## config.mk

```make
export PLATFORM = sky130hd
export DESIGN_NAME = lpc_frame_speech_synthesizer
export DESIGN_NICKNAME = d
export VERILOG_FILES = /design/src/design/lfss_pkg.sv /design/src/design/lpc_frame_speech_synthesizer.sv
export VERILOG_INCLUDE_DIRS = /design/src /design/src/design
export SDC_FILE = /design/constraint.sdc
export NUM_CORES = 2
export LEC_CHECK = 0
export ABC_AREA = 0
export ABC_CLOCK_PERIOD_IN_PS = 20200
export BUFFER_PORTS_ARGS = -buffer_cell sky130_fd_sc_hd__buf_2
export CORE_MARGIN = 3
export CORE_UTILIZATION = 50
export CTS_CLUSTER_DIAMETER = 50
export DETAILED_ROUTE_END_ITERATION = 10
export HOLD_SLACK_MARGIN = 0.05
export PLACE_DENSITY = 0.78
export SYNTH_ARGS = -nofsm -noshare
export SYNTH_HDL_FRONTEND = slang
export SYNTH_SLANG_ARGS = --single-unit
```

## constraint.sdc

```tcl
create_clock -name clk_i -period 20.2 [get_ports clk_i]
set_clock_uncertainty 0.1 [all_clocks]
set_input_delay 3.03 -clock clk_i [delete_from_list [all_inputs] [get_ports clk_i]]
set_output_delay 3.03 -clock clk_i [all_outputs]
set_load 0.03 [all_outputs]
```

## src/design/lpc_frame_speech_synthesizer_assert.svh

```systemverilog
// ----------------------------------------------------------------------------
// LPC frame speech synthesizer assertion macros
// Shorthand for the concurrent checks in the synthesizer RTL.
// ----------------------------------------------------------------------------
`ifndef LPC_FRAME_SPEECH_SYNTHESIZER_ASSERT_SVH
`define LPC_FRAME_SPEECH_SYNTHESIZER_ASSERT_SVH

// same-cycle implication, clocked on clk_i, off during reset
`define LFSS_ASSERT_NOW(label, ante, cons) \
  label: assert property (@(posedge clk_i) disable iff (!rst_ni) (ante) |-> (cons)) \
    else $error("lfss assertion failed");

// next-cycle implication
`define LFSS_ASSERT_NEXT(label, ante, cons) \
  label: assert property (@(posedge clk_i) disable iff (!rst_ni) (ante) |=> (cons)) \
    else $error("lfss assertion failed");

`endif

```

## src/design/lfss_pkg.sv

```systemverilog
// ----------------------------------------------------------------------------
// LPC frame speech synthesizer package
// Transaction types, sequencer states and fixed-point constants.
// ----------------------------------------------------------------------------
package lfss_pkg;

  typedef struct packed {
    logic        [7:0] pitch_period;
    logic        [7:0] gain_code;
    logic signed [7:0] refl_coef_0;
    logic signed [7:0] refl_coef_1;
    logic signed [7:0] refl_coef_2;
    logic signed [7:0] refl_coef_3;
    logic signed [7:0] refl_coef_4;
    logic signed [7:0] refl_coef_5;
    logic signed [7:0] refl_coef_6;
    logic signed [7:0] refl_coef_7;
    logic signed [7:0] refl_coef_8;
    logic signed [7:0] refl_coef_9;
  } lfss_in_t;

  typedef struct packed {
    logic signed [15:0] sample_first;
    logic signed [15:0] sample_second;
    logic signed [15:0] sample_third;
    logic signed [15:0] sample_fourth;
    logic               last_group;
  } lfss_out_t;

  typedef enum logic [23:0] {
    S_IDLE   = 24'h000001,
    S_GDIV   = 24'h000002,
    S_GSQRT  = 24'h000004,
    S_GMUL   = 24'h000008,
    S_PDIV   = 24'h000010,
    S_IGDIV  = 24'h000020,
    S_FINIT  = 24'h000040,
    S_SAMPLE = 24'h000080,
    S_NMUL1  = 24'h000100,
    S_NMUL2  = 24'h000200,
    S_RDIV1  = 24'h000400,
    S_RDIV2  = 24'h000800,
    S_PULSE  = 24'h001000,
    S_YDIV   = 24'h002000,
    S_SQ     = 24'h004000,
    S_POLY   = 24'h008000,
    S_PY     = 24'h010000,
    S_SV2    = 24'h020000,
    S_EXC    = 24'h040000,
    S_LSTART = 24'h080000,
    S_LA     = 24'h100000,
    S_LB     = 24'h200000,
    S_OUT    = 24'h400000,
    S_EMIT   = 24'h800000
  } lfss_state_e;

  localparam int DVD_W = 48;
  localparam int MUL_A_W = 34;
  localparam int MUL_B_W = 32;
  localparam int MUL_P_W = 64;
  localparam int DIG_W = 16;

  typedef struct packed {
    logic                      start;
    logic                      two;
    logic signed [MUL_A_W-1:0] a;
    logic        [MUL_B_W-1:0] b;
  } mul_req_t;

  typedef struct packed {
    logic             start;
    logic             sqrt;
    logic [DVD_W-1:0] num;
    logic [5:0]       len;
  } div_req_t;

  localparam logic [5:0] LEN_GAIN   = 6'd48;
  localparam logic [5:0] LEN_PERIOD = 6'd24;
  localparam logic [5:0] LEN_GSTEP  = 6'd32;
  localparam logic [5:0] LEN_PULSE  = 6'd12;
  localparam logic [5:0] LEN_PHASE  = 6'd38;
  localparam logic [5:0] SQRT_STEPS = 6'd24;
  localparam logic [7:0] PULSE_DIV  = 8'd7;

  localparam logic [15:0] NOISE_SEED = 16'd2385;
  localparam logic [15:0] NOISE_TAPS = 16'hFFF6;
  localparam logic [15:0] NOISE_MSB  = 16'h8000;
  localparam logic signed [16:0] NOISE_OFS = 17'sd32768;
  localparam logic [31:0] NOISE_K = 32'd26008;

  localparam logic signed [23:0] Q22_MAX = 24'sd8388607;
  localparam logic signed [23:0] Q22_MIN = -24'sd8388608;
  localparam logic [22:0] CLIP_LIM = 23'd4193884;
  localparam logic [30:0] SIN_ONE = 31'h4000_0000;

  localparam logic signed [31:0] POLY_SEED = 32'sd172272;
  localparam logic signed [31:0] POLY_C [4] = '{
    -32'sd5026995, 32'sd85569306, -32'sd693598668, 32'sd1686629713
  };

endpackage

```

## src/design/lpc_frame_speech_synthesizer.sv

```systemverilog
// ----------------------------------------------------------------------------
// LPC frame speech synthesizer
// Tenth-order lattice vocoder decoder: one coded frame in, one frame of
// 16-bit speech out in groups of four, one frame behind.
// ----------------------------------------------------------------------------
// A frame is taken only when the block is idle and produces
// ceil(SAMPLES_PER_FRAME/4) group transactions, the last one flagged. Frame
// setup runs a 48-step divider for the energy ratio, a 24-step square root
// and, when both pitch periods are nonzero, two step divisions. Unvoiced
// samples use the noise generator, voiced ones the bit-serial divider for
// the pulse phase and the sine polynomial; both then pass the ten lattice
// stages, all multiplies on one shared 34x17 digit-serial multiplier. A
// voiced sample that restarts the pitch period first runs the two 12-step
// divisions of the pulse rise and fall ends.
`include "lpc_frame_speech_synthesizer_assert.svh"

module lpc_frame_speech_synthesizer #(
  parameter int SAMPLES_PER_FRAME = 160,
  parameter int ENERGY_WINDOW = 240,
  parameter int FILTER_ORDER = 10
) (
  input  logic                 clk_i,
  input  logic                 rst_ni,
  input  logic                 in_valid_i,
  output logic                 in_ready_o,
  input  lfss_pkg::lfss_in_t   in_data_i,
  output logic                 out_valid_o,
  input  logic                 out_ready_i,
  output lfss_pkg::lfss_out_t  out_data_o
);
  import lfss_pkg::*;

  localparam int DivMax = (ENERGY_WINDOW > SAMPLES_PER_FRAME) ? ENERGY_WINDOW
                                                              : SAMPLES_PER_FRAME;
  localparam int DvsW = $clog2(((DivMax > 255) ? DivMax : 255) + 1);
  localparam int SmpW = $clog2(SAMPLES_PER_FRAME);
  localparam int OrdW = $clog2(FILTER_ORDER);
  localparam int TapW = $clog2(FILTER_ORDER + 1);
  localparam logic [SmpW-1:0] LastSmp = SmpW'(SAMPLES_PER_FRAME - 1);
  localparam logic [OrdW-1:0] TopStage = OrdW'(FILTER_ORDER - 1);
  localparam logic [DvsW-1:0] EwDen = DvsW'(ENERGY_WINDOW);
  localparam logic [DvsW-1:0] SpfDen = DvsW'(SAMPLES_PER_FRAME);

  function automatic logic signed [23:0] sat24(input logic signed [63:0] x);
    if (x > 64'(Q22_MAX)) return Q22_MAX;
    if (x < 64'(Q22_MIN)) return Q22_MIN;
    return x[23:0];
  endfunction

  // ---------------- state ----------------
  lfss_state_e state_q, state_d;
  lfss_in_t in_q, in_d;
  logic [7:0] prev_per_q, prev_per_d;
  logic [23:0] prev_gain_q, prev_gain_d;
  logic signed [7:0] prev_k_q [FILTER_ORDER];
  logic signed [7:0] prev_k_d [FILTER_ORDER];
  logic signed [7:0] new_k [FILTER_ORDER];
  logic signed [23:0] taps_q [FILTER_ORDER+1];
  logic signed [23:0] taps_d [FILTER_ORDER+1];
  logic [7:0] cd_q, cd_d, idx_q, idx_d, rise_q, rise_d, fall_q, fall_d;
  logic [15:0] noise_q, noise_d;
  logic [23:0] gnew_q, gnew_d;
  logic signed [25:0] inc_p_q, inc_p_d, acc_p_q, acc_p_d;
  logic signed [33:0] inc_g_q, inc_g_d, acc_g_q, acc_g_d;
  logic [30:0] y_q, y_d;
  logic [31:0] y2_q, y2_d;
  logic [1:0] pc_q, pc_d;
  logic risep_q, risep_d;
  logic signed [23:0] f_q, f_d;
  logic [OrdW-1:0] j_q, j_d;
  logic [SmpW-1:0] smp_q, smp_d;
  logic [1:0] pos_q, pos_d;
  logic signed [15:0] grp_q [4];
  logic signed [15:0] grp_d [4];
  logic fend_q, fend_d;
  logic out_valid_q, out_valid_d;
  lfss_out_t out_q, out_d;

  // ---------------- shared multiplier ----------------
  mul_req_t mul_req;
  logic signed [MUL_A_W-1:0] mul_a_q;
  logic [MUL_B_W-1:0] mul_b_q;
  logic [1:0] mul_left_q;
  logic mul_first_q;
  logic signed [MUL_P_W-1:0] mul_p_q;
  logic signed [DIG_W:0] mul_dig;
  logic signed [MUL_A_W+DIG_W:0] mul_part;
  logic signed [MUL_P_W-1:0] mul_next;

  assign mul_dig = mul_first_q ? {mul_b_q[MUL_B_W-1], mul_b_q[MUL_B_W-1 -: DIG_W]}
                               : {1'b0, mul_b_q[MUL_B_W-1 -: DIG_W]};
  assign mul_part = mul_a_q * mul_dig;
  assign mul_next = mul_first_q ? MUL_P_W'(mul_part)
                                : (mul_p_q <<< DIG_W) + MUL_P_W'(mul_part);

  always_ff @(posedge clk_i or negedge rst_ni) begin
    if (!rst_ni) begin
      mul_left_q <= '0;
    end else if (mul_req.start) begin
      mul_left_q <= mul_req.two ? 2'd2 : 2'd1;
    end else if (mul_left_q != '0) begin
      mul_left_q <= mul_left_q - 2'd1;
    end
  end

  always_ff @(posedge clk_i) begin
    if (mul_req.start) begin
      mul_a_q <= mul_req.a;
      mul_b_q <= mul_req.two ? mul_req.b : {mul_req.b[DIG_W-1:0], DIG_W'(0)};
      mul_first_q <= 1'b1;
    end else if (mul_left_q != '0) begin
      mul_p_q <= mul_next;
      mul_b_q <= {mul_b_q[MUL_B_W-DIG_W-1:0], DIG_W'(0)};
      mul_first_q <= 1'b0;
    end
  end

  // ---------------- bit-serial divider / square root ----------------
  div_req_t div_req;
  logic [DvsW-1:0] div_den;
  logic [DVD_W-1:0] dvd_q;
  logic [DvsW-1:0] rem_q, den_q;
  logic [26:0] sq_rem_q;
  logic [23:0] root_q;
  logic [5:0] div_left_q;
  logic sqrt_q;
  logic [DvsW:0] d_r2, d_sub;
  logic d_ge;
  logic [26:0] s_r2, s_trial;
  logic s_ge;

  assign d_r2 = {rem_q, dvd_q[DVD_W-1]};
  assign d_sub = d_r2 - {1'b0, den_q};
  assign d_ge = d_r2 >= {1'b0, den_q};
  assign s_r2 = {sq_rem_q[24:0], dvd_q[DVD_W-1 -: 2]};
  assign s_trial = {1'b0, root_q, 2'b01};
  assign s_ge = s_r2 >= s_trial;

  always_ff @(posedge clk_i or negedge rst_ni) begin
    if (!rst_ni) begin
      div_left_q <= '0;
    end else if (div_req.start) begin
      div_left_q <= div_req.len;
    end else if (div_left_q != '0) begin
      div_left_q <= div_left_q - 6'd1;
    end
  end

  always_ff @(posedge clk_i) begin
    if (div_req.start) begin
      dvd_q <= div_req.num;
      rem_q <= '0;
      den_q <= div_den;
      sq_rem_q <= '0;
      root_q <= '0;
      sqrt_q <= div_req.sqrt;
    end else if (div_left_q != '0) begin
      if (sqrt_q) begin
        dvd_q <= {dvd_q[DVD_W-3:0], 2'b00};
        sq_rem_q <= s_ge ? (s_r2 - s_trial) : s_r2;
        root_q <= {root_q[22:0], s_ge};
      end else begin
        dvd_q <= {dvd_q[DVD_W-2:0], d_ge};
        rem_q <= d_ge ? d_sub[DvsW-1:0] : d_r2[DvsW-1:0];
      end
    end
  end

  // ---------------- sequencer ----------------
  logic mul_done, div_done;
  logic [23:0] gain;
  logic [7:0] peff;
  logic [8:0] pdiff;
  logic [7:0] pmag;
  logic [24:0] gdiff, gmag;
  logic [26:0] a3;
  logic [15:0] nz;
  logic signed [16:0] nval;
  logic [7:0] fd;
  logic signed [63:0] sh30;
  logic signed [33:0] pn;
  logic [22:0] fmag;
  logic [37:0] fscl;
  logic [15:0] smag;
  logic signed [15:0] sample;

  assign mul_done = (mul_left_q == '0);
  assign div_done = (div_left_q == '0);
  assign gain = acc_g_q[31:8];
  assign peff = (in_data_i.pitch_period != '0) ? in_data_i.pitch_period : 8'd3;
  assign pdiff = {1'b0, in_q.pitch_period} - {1'b0, prev_per_q};
  assign pmag = pdiff[8] ? 8'(-pdiff) : pdiff[7:0];
  assign gdiff = {1'b0, gnew_q} - {1'b0, prev_gain_q};
  assign gmag = gdiff[24] ? -gdiff : gdiff;
  assign a3 = {1'b0, acc_p_q[23:0], 1'b0} + {2'b0, acc_p_q[23:0]};
  assign nz = noise_q[0] ? (({1'b0, noise_q[15:1]} ^ NOISE_TAPS) | NOISE_MSB)
                         : {1'b0, noise_q[15:1]};
  assign nval = $signed({1'b0, nz}) - NOISE_OFS;
  assign fd = fall_q - (idx_q - rise_q);
  assign sh30 = mul_p_q >>> 30;
  assign pn = MUL_A_W'(POLY_C[pc_q]) + MUL_A_W'(sh30);
  assign fmag = (f_q < 0) ? ((-25'(f_q) > 25'(CLIP_LIM)) ? CLIP_LIM : 23'(-25'(f_q)))
                          : ((f_q > 24'(CLIP_LIM)) ? CLIP_LIM : f_q[22:0]);
  assign fscl = {fmag, 15'b0} - {15'b0, fmag};
  assign smag = fscl[37:22];
  assign sample = (f_q < 0) ? -$signed(smag) : $signed(smag);

  always_comb begin
    new_k[0] = in_q.refl_coef_0;
    new_k[1] = in_q.refl_coef_1;
    new_k[2] = in_q.refl_coef_2;
    new_k[3] = in_q.refl_coef_3;
    new_k[4] = in_q.refl_coef_4;
    new_k[5] = in_q.refl_coef_5;
    new_k[6] = in_q.refl_coef_6;
    new_k[7] = in_q.refl_coef_7;
    new_k[8] = in_q.refl_coef_8;
    new_k[9] = in_q.refl_coef_9;
  end

  always_comb begin
    state_d = state_q;
    in_d = in_q;
    prev_per_d = prev_per_q;
    prev_gain_d = prev_gain_q;
    prev_k_d = prev_k_q;
    taps_d = taps_q;
    cd_d = cd_q;
    idx_d = idx_q;
    rise_d = rise_q;
    fall_d = fall_q;
    noise_d = noise_q;
    gnew_d = gnew_q;
    inc_p_d = inc_p_q;
    inc_g_d = inc_g_q;
    acc_p_d = acc_p_q;
    acc_g_d = acc_g_q;
    y_d = y_q;
    y2_d = y2_q;
    pc_d = pc_q;
    risep_d = risep_q;
    f_d = f_q;
    j_d = j_q;
    smp_d = smp_q;
    pos_d = pos_q;
    grp_d = grp_q;
    fend_d = fend_q;
    out_valid_d = out_valid_q & ~out_ready_i;
    out_d = out_q;
    mul_req = '0;
    div_req = '0;
    div_den = '0;

    case (state_q)
      S_IDLE: begin
        if (in_valid_i) begin
          in_d = in_data_i;
          state_d = S_GDIV;
        end
      end
      S_GDIV: begin
        if (div_done) begin
          // energy ratio ready, take its root
          div_req = '{start: 1'b1, sqrt: 1'b1, num: dvd_q, len: SQRT_STEPS};
          state_d = S_GSQRT;
        end
      end
      S_GSQRT: begin
        if (div_done) begin
          mul_req = '{start: 1'b1, two: 1'b0, a: MUL_A_W'(root_q),
                      b: MUL_B_W'(in_q.gain_code)};
          state_d = S_GMUL;
        end
      end
      S_GMUL: begin
        if (mul_done) begin
          gnew_d = (mul_p_q[63:8] > 56'hFF_FFFF) ? 24'hFF_FFFF : mul_p_q[31:8];
          if (prev_per_q != '0 && in_q.pitch_period != '0) begin
            div_req = '{start: 1'b1, sqrt: 1'b0,
                        num: {pmag, 16'b0, 24'b0}, len: LEN_PERIOD};
            div_den = SpfDen;
            state_d = S_PDIV;
          end else begin
            inc_p_d = '0;
            inc_g_d = '0;
            state_d = S_FINIT;
          end
        end
      end
      S_PDIV: begin
        if (div_done) begin
          inc_p_d = pdiff[8] ? -$signed({2'b0, dvd_q[23:0]}) : $signed({2'b0, dvd_q[23:0]});
          div_req = '{start: 1'b1, sqrt: 1'b0,
                      num: {gmag[23:0], 8'b0, 16'b0}, len: LEN_GSTEP};
          div_den = SpfDen;
          state_d = S_IGDIV;
        end
      end
      S_IGDIV: begin
        if (div_done) begin
          inc_g_d = gdiff[24] ? -$signed({2'b0, dvd_q[31:0]}) : $signed({2'b0, dvd_q[31:0]});
          state_d = S_FINIT;
        end
      end
      S_FINIT: begin
        acc_p_d = $signed({2'b0, prev_per_q, 16'b0});
        acc_g_d = $signed({2'b0, prev_gain_q, 8'b0});
        if (prev_per_q == '0) begin
          cd_d = '0;
          idx_d = '0;
          rise_d = '0;
          fall_d = '0;
        end
        smp_d = '0;
        pos_d = '0;
        state_d = S_SAMPLE;
      end
      S_SAMPLE: begin
        if (prev_per_q == '0) begin
          noise_d = nz;
          mul_req = '{start: 1'b1, two: 1'b0, a: MUL_A_W'(nval), b: NOISE_K};
          state_d = S_NMUL1;
        end else if (cd_q == '0) begin
          cd_d = acc_p_q[23:16];
          idx_d = '0;
          div_req = '{start: 1'b1, sqrt: 1'b0, num: {1'b0, a3[26:16], 36'b0},
                      len: LEN_PULSE};
          div_den = DvsW'(PULSE_DIV);
          state_d = S_RDIV1;
        end else begin
          state_d = S_PULSE;
        end
      end
      S_NMUL1: begin
        if (mul_done) begin
          mul_req = '{start: 1'b1, two: 1'b1, a: mul_p_q[MUL_A_W-1:0],
                      b: MUL_B_W'(gain)};
          state_d = S_NMUL2;
        end
      end
      S_NMUL2: begin
        if (mul_done) begin
          f_d = sat24(mul_p_q >>> 27);
          j_d = TopStage;
          state_d = S_LSTART;
        end
      end
      S_RDIV1: begin
        if (div_done) begin
          rise_d = dvd_q[7:0];
          div_req = '{start: 1'b1, sqrt: 1'b0, num: {a3[26:15], 36'b0}, len: LEN_PULSE};
          div_den = DvsW'(PULSE_DIV);
          state_d = S_RDIV2;
        end
      end
      S_RDIV2: begin
        if (div_done) begin
          fall_d = dvd_q[7:0];
          state_d = S_PULSE;
        end
      end
      S_PULSE: begin
        cd_d = cd_q - 8'd1;
        idx_d = idx_q + 8'd1;
        if (idx_q < rise_q) begin
          risep_d = 1'b1;
          div_req = '{start: 1'b1, sqrt: 1'b0, num: {idx_q, 40'b0}, len: LEN_PHASE};
          div_den = DvsW'(rise_q);
          state_d = S_YDIV;
        end else if (idx_q < fall_q) begin
          risep_d = 1'b0;
          div_req = '{start: 1'b1, sqrt: 1'b0, num: {fd, 40'b0}, len: LEN_PHASE};
          div_den = DvsW'(fall_q);
          state_d = S_YDIV;
        end else begin
          f_d = '0;
          j_d = TopStage;
          state_d = S_LSTART;
        end
      end
      S_YDIV: begin
        if (div_done) begin
          y_d = dvd_q[30:0];
          mul_req = '{start: 1'b1, two: 1'b1, a: MUL_A_W'(dvd_q[30:0]),
                      b: MUL_B_W'(dvd_q[30:0])};
          state_d = S_SQ;
        end
      end
      S_SQ: begin
        if (mul_done) begin
          y2_d = sh30[31:0];
          pc_d = '0;
          mul_req = '{start: 1'b1, two: 1'b1, a: MUL_A_W'(POLY_SEED), b: sh30[31:0]};
          state_d = S_POLY;
        end
      end
      S_POLY: begin
        if (mul_done) begin
          if (pc_q != 2'd3) begin
            pc_d = pc_q + 2'd1;
            mul_req = '{start: 1'b1, two: 1'b1, a: pn, b: y2_q};
          end else begin
            mul_req = '{start: 1'b1, two: 1'b1, a: pn, b: MUL_B_W'(y_q)};
            state_d = S_PY;
          end
        end
      end
      S_PY: begin
        if (mul_done) begin
          state_d = risep_q ? S_SV2 : S_EXC;
          if (sh30 < 0) begin
            mul_req = '{start: 1'b1, two: 1'b1, a: '0, b: '0};
          end else if (sh30 > 64'(SIN_ONE)) begin
            mul_req = '{start: 1'b1, two: 1'b1, a: MUL_A_W'(SIN_ONE),
                        b: risep_q ? MUL_B_W'(SIN_ONE) : MUL_B_W'(gain)};
          end else begin
            mul_req = '{start: 1'b1, two: 1'b1, a: MUL_A_W'(sh30[30:0]),
                        b: risep_q ? MUL_B_W'(sh30[30:0]) : MUL_B_W'(gain)};
          end
        end
      end
      S_SV2: begin
        if (mul_done) begin
          mul_req = '{start: 1'b1, two: 1'b1, a: MUL_A_W'(sh30), b: MUL_B_W'(gain)};
          state_d = S_EXC;
        end
      end
      S_EXC: begin
        if (mul_done) begin
          f_d = sat24(mul_p_q >>> 28);
          j_d = TopStage;
          state_d = S_LSTART;
        end
      end
      S_LSTART: begin
        mul_req = '{start: 1'b1, two: 1'b0, a: MUL_A_W'(taps_q[TapW'(j_q)]),
                    b: MUL_B_W'(prev_k_q[j_q])};
        state_d = S_LA;
      end
      S_LA: begin
        if (mul_done) begin
          f_d = sat24(64'(f_q) - (mul_p_q >>> 7));
          mul_req = '{start: 1'b1, two: 1'b0, a: MUL_A_W'(sat24(64'(f_q) - (mul_p_q >>> 7))),
                      b: MUL_B_W'(prev_k_q[j_q])};
          state_d = S_LB;
        end
      end
      S_LB: begin
        if (mul_done) begin
          taps_d[TapW'(j_q) + TapW'(1)] = sat24(64'(taps_q[TapW'(j_q)]) + (mul_p_q >>> 7));
          if (j_q == '0) begin
            taps_d[0] = f_q;
            state_d = S_OUT;
          end else begin
            j_d = j_q - OrdW'(1);
            state_d = S_LSTART;
          end
        end
      end
      S_OUT: begin
        grp_d[pos_q] = sample;
        fend_d = (smp_q == LastSmp);
        smp_d = smp_q + SmpW'(1);
        acc_p_d = acc_p_q + inc_p_q;
        acc_g_d = acc_g_q + inc_g_q;
        if (pos_q == 2'd3 || smp_q == LastSmp) begin
          state_d = S_EMIT;
        end else begin
          pos_d = pos_q + 2'd1;
          state_d = S_SAMPLE;
        end
      end
      S_EMIT: begin
        if (!out_valid_q || out_ready_i) begin
          out_valid_d = 1'b1;
          out_d.sample_first = grp_q[0];
          out_d.sample_second = grp_q[1];
          out_d.sample_third = grp_q[2];
          out_d.sample_fourth = grp_q[3];
          out_d.last_group = fend_q;
          grp_d = '{default: '0};
          pos_d = '0;
          if (fend_q) begin
            // commit this frame's parameters for the next one
            prev_per_d = in_q.pitch_period;
            prev_gain_d = gnew_q;
            prev_k_d = new_k;
            state_d = S_IDLE;
          end else begin
            state_d = S_SAMPLE;
          end
        end
      end
      default: begin
        state_d = S_IDLE;
      end
    endcase

    if (state_q == S_IDLE && in_valid_i) begin
      div_req = '{start: 1'b1, sqrt: 1'b0, num: {peff, 40'b0}, len: LEN_GAIN};
      div_den = EwDen;
    end
  end

  always_ff @(posedge clk_i or negedge rst_ni) begin
    if (!rst_ni) begin
      state_q <= S_IDLE;
      prev_per_q <= '0;
      prev_gain_q <= '0;
      prev_k_q <= '{default: '0};
      taps_q <= '{default: '0};
      cd_q <= '0;
      idx_q <= '0;
      rise_q <= '0;
      fall_q <= '0;
      noise_q <= NOISE_SEED;
      grp_q <= '{default: '0};
      pos_q <= '0;
      out_valid_q <= 1'b0;
    end else begin
      state_q <= state_d;
      prev_per_q <= prev_per_d;
      prev_gain_q <= prev_gain_d;
      prev_k_q <= prev_k_d;
      taps_q <= taps_d;
      cd_q <= cd_d;
      idx_q <= idx_d;
      rise_q <= rise_d;
      fall_q <= fall_d;
      noise_q <= noise_d;
      grp_q <= grp_d;
      pos_q <= pos_d;
      out_valid_q <= out_valid_d;
    end
  end

  always_ff @(posedge clk_i) begin
    in_q <= in_d;
    gnew_q <= gnew_d;
    inc_p_q <= inc_p_d;
    inc_g_q <= inc_g_d;
    acc_p_q <= acc_p_d;
    acc_g_q <= acc_g_d;
    y_q <= y_d;
    y2_q <= y2_d;
    pc_q <= pc_d;
    risep_q <= risep_d;
    f_q <= f_d;
    j_q <= j_d;
    smp_q <= smp_d;
    fend_q <= fend_d;
    out_q <= out_d;
  end

  assign in_ready_o = (state_q == S_IDLE);
  assign out_valid_o = out_valid_q;
  assign out_data_o = out_q;

  `LFSS_ASSERT_NOW(a_idle_units_quiet, in_ready_o, mul_done && div_done)
  `LFSS_ASSERT_NOW(a_mul_start_free, mul_req.start, mul_done)
  `LFSS_ASSERT_NOW(a_div_start_free, div_req.start, div_done)
  `LFSS_ASSERT_NOW(a_frame_ends_on_last, $rose(in_ready_o), out_valid_q && out_q.last_group)

endmodule
```

* After elaboration in Yosys (flattened, before gate mapping) *
Cells that the tools add are included.

word-level totals
  register bits = 1176
  input port bits = 100
  output and inout bits = 67
  logic and storage cells = 452

cells by class
  add/sub/neg operators = 31
  $mul = 1
  $lt $le $gt $ge = 24
  eq/ne operators = 58
  muxes and demuxes = 196
  bitwise gates (word level) = 9
  reduce and logical (&&, ||, !) cells = 56

operators with widths
  operator              count
  $mux 24               48
  $pmux 68 s10          1
  $mux 68               9
  $mux 56               10
  $pmux 24 s23          1
  $pmux 56 s6           1
  $bwmux 264            1
  $mux 32               6
  $mux 48               3
  $mux 34               4
  $mux 8                17
  $pmux 34 s2           2
  $mux 64               2
  $pmux 64 s2           1
  $mux 63               2
  $gt 58x24->1 const B  2
  $lt 58x24->1 const B  2
  $mux 26               4
  $pmux 26 s2           2
  $bmux 24 s4           1
  $demux 24 s4          1
  $pmux 24 s4           1
  $mux 23               4
  $add 64x51->64        1
  119 further kinds     249

* Logic depth before layout (Yosys ltp) *
  word-level depth = 18
  depth in mapped cells = 44
  mapped depth without buffers = 42

* Worst setup path after synthesis *
OpenSTA, ideal clock, no wires.

  path kind = reg-to-reg
  start = register mul_b_q[22]
  end = register mul_p_q[63], data pin
  library setup time = 0.294 ns
  arrival = 9.353 ns
  required time = 19.806 ns
  setup slack = 10.453 ns
  cell stages (with the launch flop) = 40
  path buffers = 3
  period minus slack after synthesis = 9.747 ns
  path through = edfxtp_1 > clkbuf_1 > clkbuf_1 > and2_1 > fa_1 > inv_1 > fa_1 > inv_1 > fa_1 > fa_1 > fa_1 > inv_1 > fa_1 > inv_1 > ha_1 > nand3_1 > o21ai_0 > o21ai_0 > [4 not listed] > o21a_1 > o211a_1 > o31ai_1 > a21oi_1 > xnor2_1 > ha_1 > clkbuf_1 > a21o_1 > a21o_1 > a21o_1 > and2_1 > nor4_1 > a21oi_1 > nand4_1 > and4b_1 > xnor2_1 > nor2_1 > xor2_1

on the way
  cells in the longest elaborated chain, start to end = 4

RTL lines
  item                      RTL line                             source
  start: declaration        lpc_frame_speech_synthesizer.sv:82   logic [MUL_B_W-1:0] mul_b_q;
  start signal: assignment  lpc_frame_speech_synthesizer.sv:109  mul_b_q <= mul_req.two ? mul_req.b : {mul_req.b[DIG_W-1:0], DIG_W'(0)};
  start signal: assignment  lpc_frame_speech_synthesizer.sv:113  mul_b_q <= {mul_b_q[MUL_B_W-DIG_W-1:0], DIG_W'(0)};
  $mux 17 *                 lpc_frame_speech_synthesizer.sv:90   assign mul_dig = mul_first_q ? {mul_b_q[MUL_B_W-1], mul_b_q[MUL_B_W-1 -: DIG_W]}
  $mul 34x17->51 *          lpc_frame_speech_synthesizer.sv:92   assign mul_part = mul_a_q * mul_dig;
  $add 64x51->64            lpc_frame_speech_synthesizer.sv:94   : (mul_p_q <<< DIG_W) + MUL_P_W'(mul_part);
  $mux 64 *                 lpc_frame_speech_synthesizer.sv:93   assign mul_next = mul_first_q ? MUL_P_W'(mul_part)
  named net mul_next[63]    lpc_frame_speech_synthesizer.sv:88   logic signed [MUL_P_W-1:0] mul_next;
  end signal: assignment    lpc_frame_speech_synthesizer.sv:112  mul_p_q <= mul_next;
  end: declaration          lpc_frame_speech_synthesizer.sv:85   logic signed [MUL_P_W-1:0] mul_p_q;

Mark *: on every way through the listed nets, which the timed path passes. The rest lies on a longest branch.
A chain may end at the register's enable or synchronous reset.

* Final worst setup path *
  start = register mul_a_q[7]
  end = register mul_p_q[63], data pin

on the way
  cells in the longest elaborated chain, start to end = 3

RTL lines
  item                      RTL line                             source
  start: declaration        lpc_frame_speech_synthesizer.sv:81   logic signed [MUL_A_W-1:0] mul_a_q;
  start signal: assignment  lpc_frame_speech_synthesizer.sv:108  mul_a_q <= mul_req.a;
  $mul 34x17->51 *          lpc_frame_speech_synthesizer.sv:92
  $add 64x51->64            lpc_frame_speech_synthesizer.sv:94
  $mux 64 *                 lpc_frame_speech_synthesizer.sv:93
  named net mul_next[63]    lpc_frame_speech_synthesizer.sv:88

Marked as above.

==> summary.md <==
| Metric | Value |
|---|---|
| Status | complete, but fails checks |
| Failing checks | DRC |
| Initial Util | 0.5060 |
| Drt drc | 1 |
| First-pass GRT wire length | 436600 um |
| Synth unique cells | 102 |
| Crit path top cell by count | fa_1 |
| Syn-to-layout area delta | 8.925% |
| Area of the core | 177100 um2 |
| Layout cells sized above 1 | 0.08767 |
| Synth Instances | 9389 |
| CTS resizes | 0 |
| Top Ports | 167 |
| Seq/Total Area, Yosys | 0.3558 |
| Mapped Area | 89600 um2 |
| F_max | 85.87 MHz |
| Final Setup Violations | 0 |
| Final Critical Period | 11.65 ns |
| Total GRT Usage | 0.3063 |
| HPWL after detailed placement | 209400 um |
| CP arrival | 12.07 ns |
| CTS Buf Count | 138 |
| DRT Pass-1 Iters | 11 |
| H-tree levels | 4 |
| Synth Register Bits | 1168 |
| CP Max Fanout | 17 |
| Largest net degree at the start of global routing | 161 |
| Clock Sinks | 1168 |
| Post-CTS setup buffer count | 0 |
| Number of max-cap violations | 0 |
| Syn_area_per_cell | 9.543 um2 |
| Die width | 429.3 um |
| Via count | 73.42k |
| DRT iter0 DRCs | 9173 |
| Final GP Congestion | 1.023 |
| Port buffer count | 166 |
| Crit-path slowest cell | a221oi_1 |
| Final ANT Viol Nets | 0 |
| Number of synthesized flops with an enable pin | 587 |
| Initial antenna violation count | 29 |
| DP Cell Count | 11.58k |
| CP startpoint kind | flip-flop |
| Setup TNS Final | 0 ns |
| Worst-margin pin slew | 1.290 ns |
| Routed vias/inst | 6.198 |
| CTS tree | done |
| WP data required | 20.63 ns |
| Skew-Pair Late Insertion Delay | 0.80 ns |
| RSZ-0062 raised after global routing | no |
| Synth async-reset ratio | 0.4478 |
| Die outline height | 429.3 um |
| Number of global-route vias before repair | 72.37k |
| Hold Fails Final Rpt | 0 |
| CP endpoint kind | flip-flop |
| Row count | 154 |
| Gr ovfl total | 0 |
| Ys Warns | 0 |
| Syn_nets | 10.58k |
| Reg clk slew, reported paths | 0.06 ns |
| Tcrit/Tclk final | 0.5765 |
| Fin. max-slew vios | 0 |
| WL/cell | 24.07 um |
| Post-Layout Cell Count | 11.85k |
| DRT Wirelength | 285100 um |
| Max Buffers Root-to-Sink | 3 |
| Slew margin rel. | 0.1307 |
| Ys flop type | edfxtp_1 |
| CP Class | flip-flop to flip-flop |
| Final net count | 10.56k |
| Hold WC Path Type | flip-flop to flip-flop |
| DIE AREA | 184300 um2 |
| # hold bufs at CTS | 0 |
| Root Driver | clkbuf_16 |
| CP peak stage delay | 0.69 ns |
==> routing by layer <==
metal | vias up | share of wire | wire (um) | GRT usage
li1 | 32520 | - | - | -
met1 | 36120 | 0.39 | 112100 | 0.4154
met2 | 3940 | 0.44 | 125000 | 0.4602
met3 | 815 | 0.11 | 32180 | 0.07324
met4 | 18 | 0.055 | 15750 | 0.1526
met5 | - | 0.00047 | 134 | 0
==> worst paths after layout <==
| kind | startpoint | endpoint | slack [ns] | cells after the start |
|---|---|---|---|---|
| min in group asynchronous | rst_ni | taps_q[88] | 2.25 | 1 |
| max in group asynchronous | rst_ni | grp_q[33] | 15.11 | 3 |
| hold reg to reg | grp_q[54] | out_data_o[55] | 0.33 | 0 |
| setup reg to reg | mul_a_q[7] | mul_p_q[63] | 8.55 | 39 |
| setup / recovery | mul_a_q[7] | mul_p_q[63] | 8.55 | 39 |
| hold / removal | grp_q[54] | out_data_o[55] | 0.33 | 0 |
==> metrics by stage <==
step                setup WS (ns)  instance area (um2)  utilization  hold WS (ns)
floorplan                   10.45                89600            -        0.3244
global placement            8.829                92930       0.5248        0.3302
detailed placement          8.721                92930       0.5248        0.3319
CTS                         8.644                97560       0.5509        0.3394
global route                7.747                97570       0.5510        0.3418
finish                      8.555                97600       0.5512        0.3310
==> Yosys cell counts (all sizes together) (53+ instances only) <==
library cell  number  area [um2]
nand2b            74       462.9
a21oi            505        2531
nor2             501        1888
nand2           1260        4730
and3              53       331.6
dfrtp            517       12940
inv              962        3611
a31oi             69       446.7
xnor2            241        2118
nand4             84       525.5
fa               567       11350
or3               68       425.4
dfxtp             58        1161
nor4              59       396.6
mux4              64        1441
nand3            155       775.7
mux2             121        1363
and2             256        1602
mux2i            158        1582
clkbuf           425        1597
o221ai            55       481.7
a21o             180        1351
edfxtp           587       17630
nor3             152       770.7
o21ai            686        3433
ha               519        6494
o211ai            57       432.9
xor2             183        1603
==> logic make-up after synthesis <==
logic type / Yosys count / synth area share
buffers and inverters: 1435 / 0.06037
AO/OA/AOI/OAI: 2064 / 0.1443
XOR/XNOR: 424 / 0.04153
other: 1 / 0.00004185
adder cells (fa/ha/maj): 1086 / 0.1992
AND/OR/NAND/NOR: 2868 / 0.1498
multiplexers: 343 / 0.04894
flip-flops: 1168 / 0.3558
==> sequential cells by signal (all words and copies together) (netlist names), 24 cells and up <==
register	cells
y2_q	32
gnew_q	24
inc_p_q	24
out_data_o	65
root_q	24
mul_p_q	64
dvd_q	48
acc_p_q	24
mul_b_q	32
inc_g_q	32
state_q	24
grp_q	64
in_q	96
taps_q	264
acc_g_q	32
mul_a_q	34
sq_rem_q	25
prev_gain_q	24
y_q	31
f_q	24
prev_k_q	80
==> placed cells by master, fill, tap and decap left out, drive strengths merged, types with 53 or more instances in the layout <==
cell type	instances
or3	68
clkbuf	175
and3	53
o21ai	686
dfxtp	58
nor4	59
ha	519
edfxtp	587
mux4	64
o221ai	55
a21oi	505
nand2	1260
a31oi	69
mux2	121
nor3	152
o211ai	57
and2	256
nand2b	74
inv	983
buf	318
xnor2	241
a21o	180
nor2	501
fa	567
dfrtp	517
mux2i	158
nand4	84
xor2	183
nand3	155
==> critical path: cells and delay by family, from the launching register on <==
family                   cells  cell delay (ns)
AO/OA/AOI/OAI               16             5.00
adder cells (fa/ha/maj)      8             3.78
AND/OR/NAND/NOR              8             1.08
flip-flops                   1             0.67
XOR/XNOR                     3             0.52
buffers and inverters        4             0.21
==> area by class of cell <==
cell class	count	area, um2
Timing Repair Buffer	318	1994
Sequential cell	1168	31880
Tap cell	2340	2928
Antenna cell	15	37.54
Fill cell	15050	79480
Clock buffer	175	3747
Clock inverter	78	884.6
Inverter	965	3627
Multi-Input combinational cell	6786	52490
Power is not shown: default switching activity piles up to over one toggle a cycle in this logic, so the estimate is an artifact.
